$ cat src/hw/rtl/stnf_ram.sv
// Simple dual-port RAM: one write port, one read port with registered data.
// Holds the adjacency table and the result list of the neighbor finder.
// No dependencies.
`timescale 1ns / 1ps

module stnf_ram #(
    parameter int WIDTH = 10,
    parameter int DEPTH = 48,
    parameter int AW    = $clog2(DEPTH)
) (
    input  logic             i_clk,
    input  logic             i_we,
    input  logic [AW-1:0]    i_waddr,
    input  logic [WIDTH-1:0] i_wdata,
    input  logic [AW-1:0]    i_raddr,
    output logic [WIDTH-1:0] o_rdata
);

    logic [WIDTH-1:0] r_mem [DEPTH];
    logic [WIDTH-1:0] r_rdata;

    // write port
    always_ff @(posedge i_clk) begin
        if (i_we) begin
            r_mem[i_waddr] <= i_wdata;
        end
    end

    // registered read port
    always_ff @(posedge i_clk) begin
        r_rdata <= r_mem[i_raddr];
    end

    assign o_rdata = r_rdata;

endmodule

$ cat config.mk
export PLATFORM = sky130hd
export DESIGN_NAME = stnf_ram
export DESIGN_NICKNAME = d
export VERILOG_FILES = /design/src/hw/rtl/stnf_ram.sv
export SDC_FILE = /design/constraint.sdc
export NUM_CORES = 1
export LEC_CHECK = 0
export BUFFER_PORTS_ARGS = -buffer_cell sky130_fd_sc_hd__buf_2
export CAP_MARGIN = 10
export CORE_AREA = 2 2 256 258
export CTS_BUF_LIST = sky130_fd_sc_hd__clkbuf_8
export CTS_CLUSTER_SIZE = 8
export DETAILED_ROUTE_END_ITERATION = 16
export DIE_AREA = 0 0 258 260
export GPL_TIMING_DRIVEN = 0
export MAX_ROUTING_LAYER = met4
export PLACE_DENSITY_LB_ADDON = 0.1
export SLEW_MARGIN = 5
export SYNTH_ARGS = -nofsm -noshare
export SYNTH_HDL_FRONTEND = slang
export SYNTH_SLANG_ARGS = --single-unit
export TNS_END_PERCENT = 100
$ cat constraint.sdc
create_clock -name i_clk -period 4.55 [get_ports i_clk]
set_input_delay 0.2275 -clock i_clk [delete_from_list [all_inputs] [get_ports i_clk]]
set_output_delay 0.2275 -clock i_clk [all_outputs]
set_load 0.1 [all_outputs]
==> flow_summary_export.csv, run 1 <==
group,metric,value,unit
outcome,status,"finished clean",
floorplanning,coreArea,64100,sq um
sta,timing_hold_violations_final,0,
clocking,htree_levels,3,
critical_path,path_cells,"buf_2 > nor2b_1 > clkbuf_1 > clkbuf_1 > a22oi_1 > a21oi_1 > o41ai_2",
sta,fin_crit,2340,ps
final_layout,nNetsFinal,1126,
critical_path,path_common_cell,"clkbuf_1",
sta,setup_tns,0,ps
place,dp_hpwl,33800,um
logic_synthesis,ys_seq_area_share,76.7,%
floorplanning,initial_core_util,29.7,%
clocking,cts_tree,"done",
critical_path,cp.arrival,2850,ps
clocking,cts_buffer_depth,3,
floorplanning,dieArea,67100,sq um
routing,post_drt_wl_per_cell,26.5,um
sta,maxSlewHeadroom,23.2,%
flow_run,drv_cap,0,
sta,slew_viol_final,0,
logic_synthesis,yosys_warnings,0,
grt,grt_pass1_wl,75100,um
routing,antenna_left,0,
power,p_total,0.00951,W
logic_synthesis,synth_top_area_share,75.7,%
final_layout,n_antenna_cell,0,
sta,achievable-frequency,0.428,GHz
logic_synthesis,synth_flop_cell,"edfxtp_1",
final_layout,area_growth,16.0,%
floorplanning,io_pins,34,
logic_synthesis,syn_area,19100,sq um
critical_path,rr_worst_depth,5,
place,gp_congestion,0.820,
critical_path,crit_family,"buffers and inverters",
clocking,cts-root-buf,"clkbuf_8",
final_layout,layout.cells.non_filler,2025,
floorplanning,row_count,93,
grt,gr-total-overflow,0,
sta,fin_skew,26.2,ps
routing,drt_wl_total,53600,um
logic_synthesis,syn_area_per_cell,19.7,sq um
clocking,cts_num_sinks,490,
final_layout,final_layout_size_suffix_gt1_share,21.4,%
grt,grt_max_degree,49,
routing,drtIter0Drc,698,
place,place_inst,1863,
sta,finalCritPeriodShare,51.3,%
critical_path,crit_slowest_cell,"clkbuf_1",
critical_path,crit_buf_inv,3,
routing,first_pass_iters,4,
logic_synthesis,ys_seq_elements,490,
grt,antenna_found_initial,0,
clocking,cts_made_buffers,89,
clocking,clk_pin_slew,60,ps
logic_synthesis,syn_inst,967,
logic_synthesis,syn-num-nets,991,
logic_synthesis,synth-edff-count,480,
critical_path,critPathLaunchType,"input pin",
floorplanning,chipWidth,258,um
critical_path,critPathMaxFanout,10,
routing,vias,9696,
power,p_per_area,431,nW/um^2
sta,setup_viol,0,
logic_synthesis,synth.area.top_cells,"edfxtp_1 (76%), mux2i_1 (8.4%), mux4_2 (5.9%), a22oi_1 (1.6%), dfxtp_1 (1.1%)",
critical_path,path_class,"input pin to flip-flop",
critical_path,slowest_delay,630,ps
final_layout,fillers,6113,
routing,drc,0,
power,p_leak,7.38,nW
grt,grt_usage,16.6,%
grt,grt_pass1_vias,9883,
logic_synthesis,synth_top_area_cell,"edfxtp_1",
power,ir_drop,0.205,mV
critical_path,end_kind,"flip-flop",
critical_path,path_depth,7,
place,portBuffers,29,
clocking,clk_latency,660,ps
logic_synthesis,ys_types,30,
hold_path,min_path_cells,4,
critical_path,cp.required,5060,ps
hold_path,worstHoldPathType,"input pin to flip-flop",
logic_synthesis,async_flop_share,0,%
sta,worst_slew_pin_slew,1150,ps
sta,grt_setup_unrepaired,"no",
routing,vias_per_cell,4.79,
floorplanning,die_h,260,um
clocking,post-cts-setup-buffers,0,
-- layout by cell type (no fill, tap or decap), types with 16 or more instances in the layout --
cell,Yosys,routed
buf_2,8,37
a22oi_1,40,40
a21oi_1,20,20
clkbuf_8,0,96
edfxtp_1,480,480
buf_6,11,17
nor2_1,47,42
a22o_1,20,20
clkinv_1,0,16
mux4_2,50,50
clkbuf_1,24,24
inv_1,0,30
a221oi_1,20,20
mux2i_1,160,160
nand2_1,17,17
-- tightest hold or removal path, delay by kind of cell --
family / cells / cell delay, ps
buffers and inverters: 1 / 110
AND/OR/NAND/NOR: 3 / 310
-- final timing paths --
path,to,startpoint,slack [ps]
max,o_rdata[8],i_raddr[1],2210
min,r_mem[18][1],i_waddr[5],150
max reg2reg,o_rdata[2],r_mem[20][2],2490
min reg2reg,o_rdata[8],r_mem[30][8],910
-- cell type report --
type                            instances  area (sq um)  share of cell area, %
Tap cell                              855          1070                   4.84
Multi-Input combinational cell        422          4150                   18.8
Timing Repair Buffer                   44           290                   1.31
Buffer                                 55           322                   1.46
Clock inverter                         63           328                   1.48
Clock buffer                           96          1320                   5.98
Sequential cell                       490         14600                   66.1
-- power breakdown --
group	switching [W]	total, W	internal (W)
combinational	0.000442	0.000617	0.000175
clock	0.00183	0.00389	0.00206
sequential	0.00000864	0.00501	0.00500
-- layer usage --
| layer | routed length (um) | share of wire [%] | global-route usage (%) | vias up |
|---|---|---|---|---|
| met1 | 24200 | 45 | 21.7 | 5083 |
| met5 | 0 | 0 | - | - |
| met4 | 1240 | 2.3 | 4.70 | 0 |
| met3 | 2950 | 5.5 | 4.01 | 87 |
| met2 | 25200 | 47 | 25.9 | 266 |
| li1 | - | - | - | 4260 |
-- timing repair --
item,in CTS,in global routing
endpoints found under the hold margin,8,0
resized for setup,0,0
hold buffers,1,0
-- cell families (layout without fill, tap and decap cells) --
| logic type | Yosys count | in the layout | share of synthesized area [%] |
|---|---|---|---|
| AO/OA/AOI/OAI | 120 | 120 | 5.12 |
| buffers and inverters | 55 | 258 | 1.69 |
| flip-flops | 490 | 490 | 76.7 |
| multiplexers | 210 | 210 | 14.3 |
| AND/OR/NAND/NOR | 92 | 92 | 2.17 |
-- per-stage QoR --
stage	instance area [sq um]	setup slack, ps	hold WS, ps	utilization [%]
CTS	22100	2230	105	34.4
floorplan	19100	2720	326	-
finish	22100	2210	153	34.5
detailed placement	20400	1500	709	31.8
global route	22100	2200	181	34.5
global placement	20300	1080	716	31.6
-- state kept, by name, summed over array words and instances, names as in the netlist --
signal	count
o_rdata	10
r_mem	480
-- synth_stat cells, types with 3 or more instances --
cell	instances
clkbuf_1	24
a221oi_1	20
nand2b_1	5
nor2_1	47
o22ai_1	10
buf_4	3
nor3_1	4
buf_1	8
o41ai_2	10
nor2b_1	6
a21oi_1	20
nand3_1	5
buf_6	11
nand2_1	17
edfxtp_1	480
buf_2	8
mux4_2	50
dfxtp_1	10
a22o_1	20
a22oi_1	40
mux2i_1	160
(Power assumes the default switching activity.)
==> inputs of run 2 (changes only) <==
- clock period: 4.55 -> 2.1 ns (I/O delays scaled with it)
==> run 2 against run 1 <==
Compared with the run above: count of clock-buffer cells in the layout did not move; critical endpoint is now o_rdata[7]; flip-flop and latch count unchanged; clock power up 120%; highest routed layer unchanged; clock skew rose by 0.54 ps; via count increased by 0.61%; first-iteration DRC count is 1.9% higher; wire length increased by 0.19%.
==> flow_summary_export.csv, run 2 (synthesized netlist as in run 1, its figures left out) <==
group,metric,value,unit
sta,fin_crit,1990,ps
clocking,cts-root-buf,"clkbuf_8",
final_layout,largest_reg_flops,480,
power,p_per_area,933,nW/um^2
sta,grt_setup_unrepaired,"no",
routing,drt_wl_total,53700,um
critical_path,critPathLaunchType,"input pin",
hold_path,worstHoldPathType,"input pin to flip-flop",
clocking,cts_buffer_depth,3,
clocking,clk_pin_slew,60,ps
sta,slew_viol_final,0,
floorplanning,coreArea,64100,sq um
flow_run,drv_cap,0,
routing,vias_per_cell,4.81,
power,netSwitchingFraction,24.1,%
routing,first_pass_iters,5,
power,p_total,0.0206,W
grt,grt_max_degree,49,
sta,worst_slew_pin_slew,1150,ps
critical_path,end_kind,"flip-flop",
grt,grt_pass1_vias,9890,
clocking,cts_made_buffers,89,
grt,gr-total-overflow,0,
clocking,clk_latency,660,ps
floorplanning,dieArea,67100,sq um
grt,grt_usage,16.6,%
grt,grt_pass1_wl,75100,um
clocking,post-cts-setup-buffers,0,
hold_path,min_path_cells,4,
sta,setup_tns,0,ps
final_layout,final_common_cell,"edfxtp_1",
critical_path,path_class,"input pin to flip-flop",
sta,fin_skew,26.8,ps
power,switchingPower,0.00497,W
power,power.share.clock,40.9,%
power,intPower,0.0157,W
place,gp_congestion,0.820,
final_layout,top_register,"r_mem",
clocking,cts_num_sinks,490,
final_layout,final_cell_mix,"edfxtp_1 (480), mux2i_1 (160), clkbuf_8 (96)",
place,portBuffers,29,
power,pwr-share-seq,52.6,%
critical_path,rr_worst_depth,5,
floorplanning,row_count,93,
critical_path,crit_start,"i_raddr[1]",
floorplanning,chipWidth,258,um
grt,antenna_found_initial,0,
final_layout,nNetsFinal,1127,
final_layout,final_layout_size_suffix_gt1_share,21.9,%
hold_path,worstHoldStart,"i_waddr[3]",
sta,timing_hold_violations_final,0,
outcome,status,"finished clean",
routing,drtIter0Drc,711,
critical_path,cp.arrival,2500,ps
routing,vias,9755,
floorplanning,io_pins,34,
place,dp_hpwl,33800,um
routing,post_drt_wl_per_cell,26.5,um
routing,antenna_left,0,
final_layout,n_antenna_cell,0,
power,p_leak,7.41,nW
critical_path,r2r-start,"r_mem[3][1]",
clocking,cts_tree,"done",
routing,drc,0,
floorplanning,die_h,260,um
sta,maxSlewHeadroom,23.3,%
power,comb_power_share,6.5,%
clocking,htree_levels,3,
floorplanning,initial_core_util,29.7,%
sta,setup_viol,0,
critical_path,critPathMaxFanout,10,
power,ir_drop,0.445,mV
sta,achievable-frequency,0.504,GHz
critical_path,cp.required,2620,ps
final_layout,area_growth,16.1,%
sta,finalCritPeriodShare,94.5,%
-- run 2: metal layers --
metal	part of all wire, %	global-route usage (%)	vias up
li1	-	-	4261
met1	45	21.7	5138
met2	47	25.9	271
met3	5.4	4.01	85
met4	2.2	4.70	0
met5	0	-	-
-- run 2: repair_timing --
item                                    CTS  global route
gates resized for setup                   2             9
hold endpoints to repair                 12             0
endpoints found under the setup margin    5             6
pin swaps                                 0             0
gates cloned                              0             0
hold buffers                              2             0
-- run 2: final timing paths --
path / endpoint / slack [ps]
setup reg to reg: o_rdata[1] / 120
setup / recovery: o_rdata[7] / 110
hold reg to reg: o_rdata[8] / 910
hold / removal: r_mem[18][1] / 70
-- run 2: power groups by stage --
| stage | Clock [W] | Combinational, W | Sequential [W] |
|---|---|---|---|
| after global placement | 0 | 0.00134 | 0.0111 |
| after floorplan | 0 | 0.000591 | 0.0112 |
| final | 0.00844 | 0.00134 | 0.0109 |
| after CTS | 0.00870 | 0.00136 | 0.0109 |
| after detailed placement | 0 | 0.00135 | 0.0111 |
| after global routing | 0.00912 | 0.00142 | 0.0109 |
-- run 2: through the flow --
| stage | util [%] | cell area, sq um | setup slack [ps] | hold slack, ps | cells |
|---|---|---|---|---|---|
| global placement | 31.6 | 20300 | -1250 | 593 | 1851 |
| finish | 34.5 | 22100 | 115 | 71.8 | 2026 |
| global route | 34.5 | 22100 | 54.8 | 58.7 | 2026 |
| detailed placement | 31.8 | 20400 | -831 | 586 | 1863 |
| floorplan | - | 19100 | 390 | 204 | 967 |
| CTS | 34.5 | 22100 | 2.62 | 25.6 | 2024 |
-- run 2: cell type report --
type,instances,area (sq um)
buffer,55,329
clock inverter,63,328
sequential,490,14600
clock buffer,96,1320
timing repair buffer,45,300
tap,855,1070
fill,6109,42000
multi-input combinational,422,4160
-- run 2: critical path: stages --
cell and delay [ps]:
buf_2 240, and2_1 240, clkbuf_1 530, buf_1 610, a22oi_1 160, a21oi_1 470, o41ai_2 130
